`config.mk`:
```
export PLATFORM = sky130hd
export DESIGN_NAME = rgb_colour_class_mask
export DESIGN_NICKNAME = d
export VERILOG_FILES = /design/src/design/rgbcc_pkg.sv /design/src/design/rgbcc_cfg_regs.sv /design/src/design/rgbcc_class_pipe.sv /design/src/design/rgb_colour_class_mask.sv
export SDC_FILE = /design/constraint.sdc
export NUM_CORES = 2
export LEC_CHECK = 0
export ABC_AREA = 1
export BUFFER_PORTS_ARGS = -buffer_cell sky130_fd_sc_hd__buf_4
export CAP_MARGIN = 15
export CELL_PAD_IN_SITES_DETAIL_PLACEMENT = 0
export CELL_PAD_IN_SITES_GLOBAL_PLACEMENT = 1
export CORE_MARGIN = 5
export CORE_UTILIZATION = 55
export DETAILED_ROUTE_END_ITERATION = 8
export HOLD_SLACK_MARGIN = 0.06
export PLACE_DENSITY = 0.89
export SYNTH_ARGS = -nofsm -noshare
export SYNTH_HDL_FRONTEND = slang
export SYNTH_SLANG_ARGS = --single-unit
```
`constraint.sdc`:
```
create_clock -name clk -period 8.63 [get_ports clk]
set_input_delay 1.726 -clock clk [delete_from_list [all_inputs] [get_ports clk]]
set_output_delay 1.726 -clock clk [all_outputs]
set_load 0.01 [all_outputs]
```
`src/design/rgbcc_pkg.sv`:
```
// Package for rgb_colour_class_mask: fixed-point weights, widths,
// register indexes and the configuration struct. No dependencies.
package rgbcc_pkg;

	localparam int unsigned LATENCY = 4;

	// BT.601 weights as 0.16 fractions
	localparam logic [15:0] WR  = 16'd19595;
	localparam logic [15:0] WG  = 16'd38470;
	localparam logic [15:0] WB  = 16'd7471;
	localparam logic [15:0] KCR = 16'd46727;
	localparam logic [15:0] KCB = 16'd36962;

	// 128 scaled by 2^32
	localparam logic signed [43:0] CHROMA_OFS = 44'sh0_80_0000_0000;

	typedef enum logic [2:0] {
		REG_MODE,
		REG_Y_BOUNDS,
		REG_CR_BOUNDS,
		REG_CB_BOUNDS,
		REG_GREEN_RED_MIN,
		REG_GREEN_RED_MAX,
		REG_BLUE_RED_MIN,
		REG_BLUE_RED_MAX
	} cfg_reg_t;

	typedef struct packed {
		logic        mode;
		logic [15:0] y_bounds;
		logic [15:0] cr_bounds;
		logic [15:0] cb_bounds;
		logic [15:0] green_red_min;
		logic [15:0] green_red_max;
		logic [15:0] blue_red_min;
		logic [15:0] blue_red_max;
	} cfg_t;

	// chroma word scaled by 2^32 -> byte, clamped
	function automatic logic [7:0] chroma_sat(input logic signed [43:0] v);
		logic [7:0] res;
		if (v[43]) begin
			res = 8'd0;
		end else if (|v[42:40]) begin
			res = 8'd255;
		end else begin
			res = v[39:32];
		end
		return res;
	endfunction

	function automatic logic in_window(input logic [7:0] v, input logic [15:0] bounds);
		return (v >= bounds[7:0]) && (v <= bounds[15:8]);
	endfunction

endpackage

```
`src/design/rgbcc_cfg_regs.sv`:
```
// Configuration register file for rgb_colour_class_mask.
// Depends on rgbcc_pkg (cfg_t, register indexes).
module rgbcc_cfg_regs (
	input  logic              clk,
	input  logic              arst_n,
	input  logic              wr_en,
	input  logic [2:0]        wr_index,
	input  logic [15:0]       wr_data,
	output rgbcc_pkg::cfg_t   cfg
);

	rgbcc_pkg::cfg_t cfg_q;

	always_ff @(posedge clk or negedge arst_n) begin
		if (!arst_n) begin
			cfg_q.mode          <= 1'b0;
			cfg_q.y_bounds      <= 16'hFF00;
			cfg_q.cr_bounds     <= 16'hFF00;
			cfg_q.cb_bounds     <= 16'hFF00;
			cfg_q.green_red_min <= 16'h0000;
			cfg_q.green_red_max <= 16'hFFFF;
			cfg_q.blue_red_min  <= 16'h0000;
			cfg_q.blue_red_max  <= 16'hFFFF;
		end else if (wr_en) begin
			case (rgbcc_pkg::cfg_reg_t'(wr_index))
				rgbcc_pkg::REG_MODE:          cfg_q.mode          <= wr_data[0];
				rgbcc_pkg::REG_Y_BOUNDS:      cfg_q.y_bounds      <= wr_data;
				rgbcc_pkg::REG_CR_BOUNDS:     cfg_q.cr_bounds     <= wr_data;
				rgbcc_pkg::REG_CB_BOUNDS:     cfg_q.cb_bounds     <= wr_data;
				rgbcc_pkg::REG_GREEN_RED_MIN: cfg_q.green_red_min <= wr_data;
				rgbcc_pkg::REG_GREEN_RED_MAX: cfg_q.green_red_max <= wr_data;
				rgbcc_pkg::REG_BLUE_RED_MIN:  cfg_q.blue_red_min  <= wr_data;
				rgbcc_pkg::REG_BLUE_RED_MAX:  cfg_q.blue_red_max  <= wr_data;
				default: ;
			endcase
		end
	end

	assign cfg = cfg_q;

endmodule

```
`src/design/rgbcc_class_pipe.sv`:
```
// Four-stage classification pipeline: products; luma sum, chroma differences,
// ratio compares; chroma scaling; clamp, bounds test, mode select. Depends on rgbcc_pkg.
module rgbcc_class_pipe (
	input  logic              clk,
	input  logic              arst_n,
	input  rgbcc_pkg::cfg_t   cfg,
	input  logic              in_valid,
	input  logic [7:0]        red,
	input  logic [7:0]        green,
	input  logic [7:0]        blue,
	output logic              out_valid,
	output logic              out_hit
);

	// valid bits
	logic v_s1, v_s2, v_s3, v_s4;

	always_ff @(posedge clk or negedge arst_n) begin
		if (!arst_n) begin
			v_s1 <= 1'b0;
			v_s2 <= 1'b0;
			v_s3 <= 1'b0;
			v_s4 <= 1'b0;
		end else begin
			v_s1 <= in_valid;
			v_s2 <= v_s1;
			v_s3 <= v_s2;
			v_s4 <= v_s3;
		end
	end

	// stage 1: weight and ratio products
	logic [23:0] yr_s1, yg_s1, yb_s1;
	logic [23:0] grmin_s1, grmax_s1, brmin_s1, brmax_s1;
	logic [7:0]  r_s1, g_s1, b_s1;

	always_ff @(posedge clk) begin
		yr_s1    <= {8'd0, rgbcc_pkg::WR} * {16'd0, red};
		yg_s1    <= {8'd0, rgbcc_pkg::WG} * {16'd0, green};
		yb_s1    <= {8'd0, rgbcc_pkg::WB} * {16'd0, blue};
		grmin_s1 <= {8'd0, cfg.green_red_min} * {16'd0, red};
		grmax_s1 <= {8'd0, cfg.green_red_max} * {16'd0, red};
		brmin_s1 <= {8'd0, cfg.blue_red_min} * {16'd0, red};
		brmax_s1 <= {8'd0, cfg.blue_red_max} * {16'd0, red};
		r_s1     <= red;
		g_s1     <= green;
		b_s1     <= blue;
	end

	// stage 2: luma sum, chroma differences, ratio compares
	logic [23:0]        yf;
	logic [23:0]        g8, b8;
	logic [7:0]         y_s2;
	logic signed [24:0] dr_s2, db_s2;
	logic               ratio_s2;

	assign yf = yr_s1 + yg_s1 + yb_s1;
	assign g8 = {8'd0, g_s1, 8'd0};
	assign b8 = {8'd0, b_s1, 8'd0};

	always_ff @(posedge clk) begin
		y_s2     <= yf[23:16];
		dr_s2    <= $signed({1'b0, r_s1, 16'd0}) - $signed({1'b0, yf});
		db_s2    <= $signed({1'b0, b_s1, 16'd0}) - $signed({1'b0, yf});
		ratio_s2 <= (g8 > grmin_s1) && (g8 < grmax_s1) &&
			(b8 > brmin_s1) && (b8 < brmax_s1);
	end

	// stage 3: chroma scaling
	logic signed [16:0] kcr_s, kcb_s;
	logic signed [41:0] pcr_s3, pcb_s3;
	logic [7:0]         y_s3;
	logic               ratio_s3;

	assign kcr_s = $signed({1'b0, rgbcc_pkg::KCR});
	assign kcb_s = $signed({1'b0, rgbcc_pkg::KCB});

	always_ff @(posedge clk) begin
		pcr_s3   <= dr_s2 * kcr_s;
		pcb_s3   <= db_s2 * kcb_s;
		y_s3     <= y_s2;
		ratio_s3 <= ratio_s2;
	end

	// stage 4: offset, clamp, bounds test, mode select
	logic signed [43:0] vcr, vcb;
	logic [7:0]         cr, cb;
	logic               box_hit;
	logic               hit_s4;

	assign vcr = $signed({{2{pcr_s3[41]}}, pcr_s3}) + rgbcc_pkg::CHROMA_OFS;
	assign vcb = $signed({{2{pcb_s3[41]}}, pcb_s3}) + rgbcc_pkg::CHROMA_OFS;
	assign cr  = rgbcc_pkg::chroma_sat(vcr);
	assign cb  = rgbcc_pkg::chroma_sat(vcb);
	assign box_hit = rgbcc_pkg::in_window(y_s3, cfg.y_bounds) &&
		rgbcc_pkg::in_window(cr, cfg.cr_bounds) &&
		rgbcc_pkg::in_window(cb, cfg.cb_bounds);

	always_ff @(posedge clk) begin
		hit_s4 <= cfg.mode ? ratio_s3 : box_hit;
	end

	assign out_valid = v_s4;
	assign out_hit   = v_s4 & hit_s4;

endmodule

```
`src/design/rgb_colour_class_mask.sv`:
```
// Top level of rgb_colour_class_mask: config registers plus classification pipeline.
// Depends on rgbcc_pkg, rgbcc_cfg_regs and rgbcc_class_pipe.
//
// One pixel is taken on every clock where start is high; busy is always low.
// Each pixel gives its class bit on in_class once it has passed the pipeline,
// marked by done for exactly one cycle. The receiver cannot stall: results
// stream out in order at the input rate. The pipeline has four stages (weight
// products, luma sum and chroma differences, chroma scaling multiply, clamp
// and bounds compare). The user writes registers through wr_en/wr_index/
// wr_data only while no pixel is in flight; the block does not enforce this.
module rgb_colour_class_mask (
	input  logic        clk,
	input  logic        arst_n,
	input  logic        start,
	output logic        busy,
	input  logic [7:0]  red,
	input  logic [7:0]  green,
	input  logic [7:0]  blue,
	output logic        done,
	output logic        in_class,
	input  logic        wr_en,
	input  logic [2:0]  wr_index,
	input  logic [15:0] wr_data
);

	rgbcc_pkg::cfg_t cfg;
	logic            accept;

	assign busy   = 1'b0;
	assign accept = start & ~busy;

	rgbcc_cfg_regs u_cfg (
		.clk      (clk),
		.arst_n   (arst_n),
		.wr_en    (wr_en),
		.wr_index (wr_index),
		.wr_data  (wr_data),
		.cfg      (cfg)
	);

	rgbcc_class_pipe u_pipe (
		.clk       (clk),
		.arst_n    (arst_n),
		.cfg       (cfg),
		.in_valid  (accept),
		.red       (red),
		.green     (green),
		.blue      (blue),
		.out_valid (done),
		.out_hit   (in_class)
	);

endmodule

```
# --- Yosys cells after proc, flatten, opt, wreduce, memory -nomap -nowiden ---
# Index checks and enable logic that the tools add are counted.
totals:
  reg_bits: 456
  input_bits: 47
  output_inout_bits: 3
classes:
  reduce_logical: 19
  bitwise_logic: 1
  n_mul: 9
  order_cmp: 10
  n_mux: 5
  addsub: 6
  n_eq_ne: 7
ops:
  columns: ["cell", "count"]
  rows:
  - ["$mul 16x8->24", 4]
  - ["$add 42x41->43 const B", 2]
  - ["$sub 24x24->25", 2]
  - ["$gt 16x24->1", 2]
  - ["$lt 16x24->1", 2]
  - ["$mul 15x8->23 const A", 2]
  - ["$mul 25x17->42 const B", 1]
  - ["$mul 25x16->41 const B", 1]
  - ["$mux 8", 4]
  - ["$add 23x24->24", 1]
  - ["$add 24x21->24", 1]
  - ["$ge 8x8->1", 3]
  - ["$le 8x8->1", 3]
  - ["$mul 13x8->21 const A", 1]
  - ["$reduce_and 2->1", 8]
  - ["$eq 3x3->1 const B", 4]
  - ["$logic_and 1x1->1", 8]
  - ["$eq 3x2->1 const B", 2]
  - ["$reduce_or 3->1", 2]
  - ["$eq 3x1->1 const B", 1]
  - ["$logic_not 3->1", 1]
  - ["$and 1x1->1", 1]
  - ["$mux 1", 1]

# --- Longest topological paths before layout ---
depth:
  word_depth: 9
  ltp_mapped: 24
  mapped_depth_nobuf: 24

# --- By module ---
# Synthesis repeated with hierarchy kept, for this count alone.
unflattened:
  cells_unflattened: 6312
  area_unflattened_um2: 51076.5
modules_own_cells:
  columns: ["mod", "seq_area_each_um2", "cells_each", "n_inst", "area_per_inst_um2"]
  rows:
  - ["rgbcc_class_pipe", 5245.0, 5811, 1, 46588.4]
  - ["rgbcc_cfg_regs", 2897.8, 499, 1, 4476.8]
  - ["rgb_colour_class_mask", 0.0, 2, 1, 11.3]

# --- Least setup slack after synthesis ---
# No wires, ideal clock.
synth_path:
  kind: "input to register"
  from: "input port red[4]"
  to: "register u_pipe.grmax_s1[19]"
  required_ps: 8518
  path_stages: 19
  n_path_buf: 2
  t_arrival_ps: 5923
  slack_ps: 2595
  path_cell_list: "clkbuf_1 > buf_1 > nand2_1 > fa_1 > fa_1 > fa_1 > fa_1 > inv_1 > ha_1 > a21oi_1 > nand2_1 > a21oi_1 > o21ai_0 > a21boi_0 > o21bai_1 > nand2_1 > nand2_1 > nand2_1 > nand2_1"
synth_between:
  elab_chain_len: 1
synth_rtl:
  columns: ["item", "line_no", "rtl"]
  rows:
  - ["start: declaration", "rgb_colour_class_mask.sv:16", "input logic [7:0] red,"]
  - ["$mul 16x8->24", "rgbcc_class_pipe.sv:42", "grmax_s1 <= {8'd0, cfg.green_red_max} * {16'd0, red};"]
  - ["end signal: assignment", "rgbcc_class_pipe.sv:42", null]
  - ["end: declaration", "rgbcc_class_pipe.sv:34", "logic [23:0] grmin_s1, grmax_s1, brmin_s1, brmax_s1;"]
# No other way between the ends.
# A chain may end at the register's enable or synchronous reset.

# --- Worst setup path after layout ---
layout_path:
  from: "input port red[3]"
  to: "register u_pipe.grmax_s1[19]"
# The elaborated chain is that of the path after synthesis.

==> flow_summary.json <==
{
  "fin_skew_ns": 0.02814,
  "grt_usage": 0.2605,
  "ios": 50,
  "max_slew_margin": 0.2573,
  "hpwl_mm": 102.3,
  "num_vias": 38680,
  "min_to": "u_pipe.ratio_s3",
  "synth_area_leader_cell": "fa_1",
  "fin_crit_sh": 0.7129,
  "synth.area.top_cells": "fa_1, ha_1, inv_1",
  "cts_tree": "built",
  "clock.fmax_ghz": 0.1625,
  "clk_pin_slew_ns": 0.06,
  "grt_pass1_vias": 40510,
  "status": "finished, final reports clean",
  "ys_warn_count": 0,
  "drc": 0,
  "synth_flop_cell": "dfxtp_1",
  "cts_max_level": 2,
  "cts_hold_buf": 0,
  "cts_buffer_depth": 3,
  "antenna_found_initial": 5,
  "synth_edf_count": 0,
  "reg2reg_slack_ns": 2.63,
  "clock_latency_ns": 0.60,
  "synth_top_area_frac": 0.2535,
  "ant_nets": 0,
  "path_class": "input pin to register",
  "grt_max_degree": 72,
  "syn2layout_area_growth_pct": 5.833,
  "stdcell_area_um2": 53570,
  "syn_area_um2": 50620,
  "drt_iter0_markers": 2188,
  "ys_seq_area_frac": 0.1609,
  "gp_congestion": 0.9550,
  "setup_tns_ns": 0,
  "syn_nets": 7738,
  "die_w_um": 313.4,
  "start_kind": "input pin",
  "r2r_start": "u_pipe.dr_s2[14]",
  "critPathArrivalTime_ns": 6.64,
  "cts_buffers": 44,
  "async_reset_ff_frac": 0.3128,
  "final_common_cell": "inv_1",
  "drive_above_1_share": 0.03394,
  "drv_slew": 0,
  "setup.worst_path.end_class": "register",
  "ys_seq_elements": 374,
  "layout_common_cells": "inv_1, nand2_1, ha_1",
  "hp-class": "register to register",
  "clock_sinks": 374,
  "first_pass_iters": 6,
  "coreArea_um2": 91520,
  "viasPerCell": 5.224,
  "hp-start": "u_pipe.ratio_s2",
  "setup_violations": 0,
  "min_path_cells": 0,
  "syn_area_per_cell_um2": 8.134,
  "grt.overflow.total": 0,
  "die_h_um": 313.4,
  "crit_fanout": 70,
  "hold_viol_final": 0,
  "die_area_um2": 98200,
  "dpl_cell_area_um2": 52000,
  "port-buffer-count": 48,
  "worst_slew_pin_slew_ns": 1.104,
  "grt_pass1_wl_mm": 207.5,
  "initial_utilization": 0.5531,
  "post_cts_buffers": 0,
  "rsz0062_at_grt": "no",
  "wirelength_mm": 124.9,
  "postCtsResizedCells": 0,
  "worstPathRequired_ns": 9.11,
  "avgRoutedWirePerCell_um": 16.88,
  "synth_cell_types": 53,
  "layout.nets": 7698,
  "cts-root-buf": "clkbuf_16",
  "rr_worst_depth": 16,
  "period_needed_ns": 6.153,
  "syn_inst": 6223,
  "maxCapViolations": 0,
  "r2r_end": "u_pipe.pcr_s3[37]",
  "rows": 111
}
[logic make-up after synthesis]
kind of cell             Yosys count  share of synthesized area
buffers and inverters           1761                     0.1307
AND/OR/NAND/NOR                 1713                     0.1385
adder cells (fa/ha/maj)         1468                     0.4579
AO/OA/AOI/OAI                    693                    0.07509
flip-flops                       374                     0.1609
XOR/XNOR                         213                    0.03685
other                              1                 0.00007408
[critical path, cell delays in order]
cell and delay (ns):
buf_4 0.66, nand2_1 0.19, fa_1 0.48, fa_1 0.57, fa_1 0.45, fa_1 0.55, inv_1 0.04, ha_1 0.36
a21oi_1 0.18, nand2_1 0.15, a21oi_1 0.24, o21ai_0 0.17, a21boi_0 0.37, o21bai_1 0.15, nand2_1 0.10, nand2_1 0.05
nand2_1 0.06, nand2_1 0.05
[state kept, by name, summed over array words and instances (netlist names), 8 cells and up]
register	count
u_cfg.cfg	113
u_pipe.b_s1	8
u_pipe.brmax_s1	24
u_pipe.brmin_s1	24
u_pipe.db_s2	9
u_pipe.dr_s2	25
u_pipe.g_s1	8
u_pipe.grmax_s1	24
u_pipe.grmin_s1	24
u_pipe.pcb_s3	10
u_pipe.pcr_s3	10
u_pipe.r_s1	8
u_pipe.y_s2	8
u_pipe.y_s3	8
u_pipe.yb_s1	20
u_pipe.yg_s1	22
u_pipe.yr_s1	22
[cell usage after synthesis (all sizes together), types with 29 or more instances]
| cell | number |
|---|---|
| dfstp | 56 |
| o21ai | 248 |
| xnor2 | 72 |
| dfxtp | 257 |
| nand2 | 1192 |
| dfrtp | 61 |
| nor3 | 46 |
| fa | 641 |
| clkbuf | 114 |
| nand3 | 141 |
| xor2 | 141 |
| inv | 1618 |
| buf | 29 |
| nor2 | 238 |
| a21oi | 311 |
| nand4 | 48 |
| ha | 827 |
[how the worst max path moves through the flow]
| stage | slack [ns] | cells after the start | startpoint | endpoint |
|---|---|---|---|---|
| 6_report | 2.48 | 18 | red[3] | u_pipe.grmax_s1[19] |
| 5_1_grt | 2.11 | 21 | red[4] | u_pipe.grmax_s1[19] |
| 4_1_cts | 2.55 | 18 | red[3] | u_pipe.grmax_s1[19] |
| 3_5_place_dp | 1.94 | 18 | red[3] | u_pipe.grmax_s1[19] |
| 3_3_place_gp | 2.06 | 21 | red[4] | u_pipe.grmax_s1[19] |
| 2_1_floorplan | 2.60 | 19 | red[4] | u_pipe.grmax_s1[19] |
[per-stage QoR]
stage          setup slack [ns]  std cells  hold slack (ns)  utilization
2_1_floorplan             2.595       6223           0.3096            -
3_3_place_gp              2.065       7323           0.3125       0.5681
3_5_place_dp              1.935       7323           0.3135       0.5681
4_1_cts                   2.545       7403           0.3279       0.5853
5_1_grt                   2.108       7403           0.3310       0.5853
6_report                  2.477       7404           0.3283       0.5853
[area by class of cell]
cell class	count	area [µm²]
tap	1186	1484
inverter	1618	6073
sequential	374	8144
antenna	1	2.502
clock inverter	25	389.1
timing repair buffer	57	427.9
multi-input combinational	4088	35870
fill	8298	37950
clock buffer	55	1184
[routing by layer]
metal	wire [µm]	global-route usage
met3	6408	0.03204
met5	0	0
met4	5044	0.09201
met1	54010	0.3414
met2	59480	0.4479
Power is left out: the tool's default activity adds up to more than one toggle a clock period on the data nets, which glitch-free logic cannot reach.
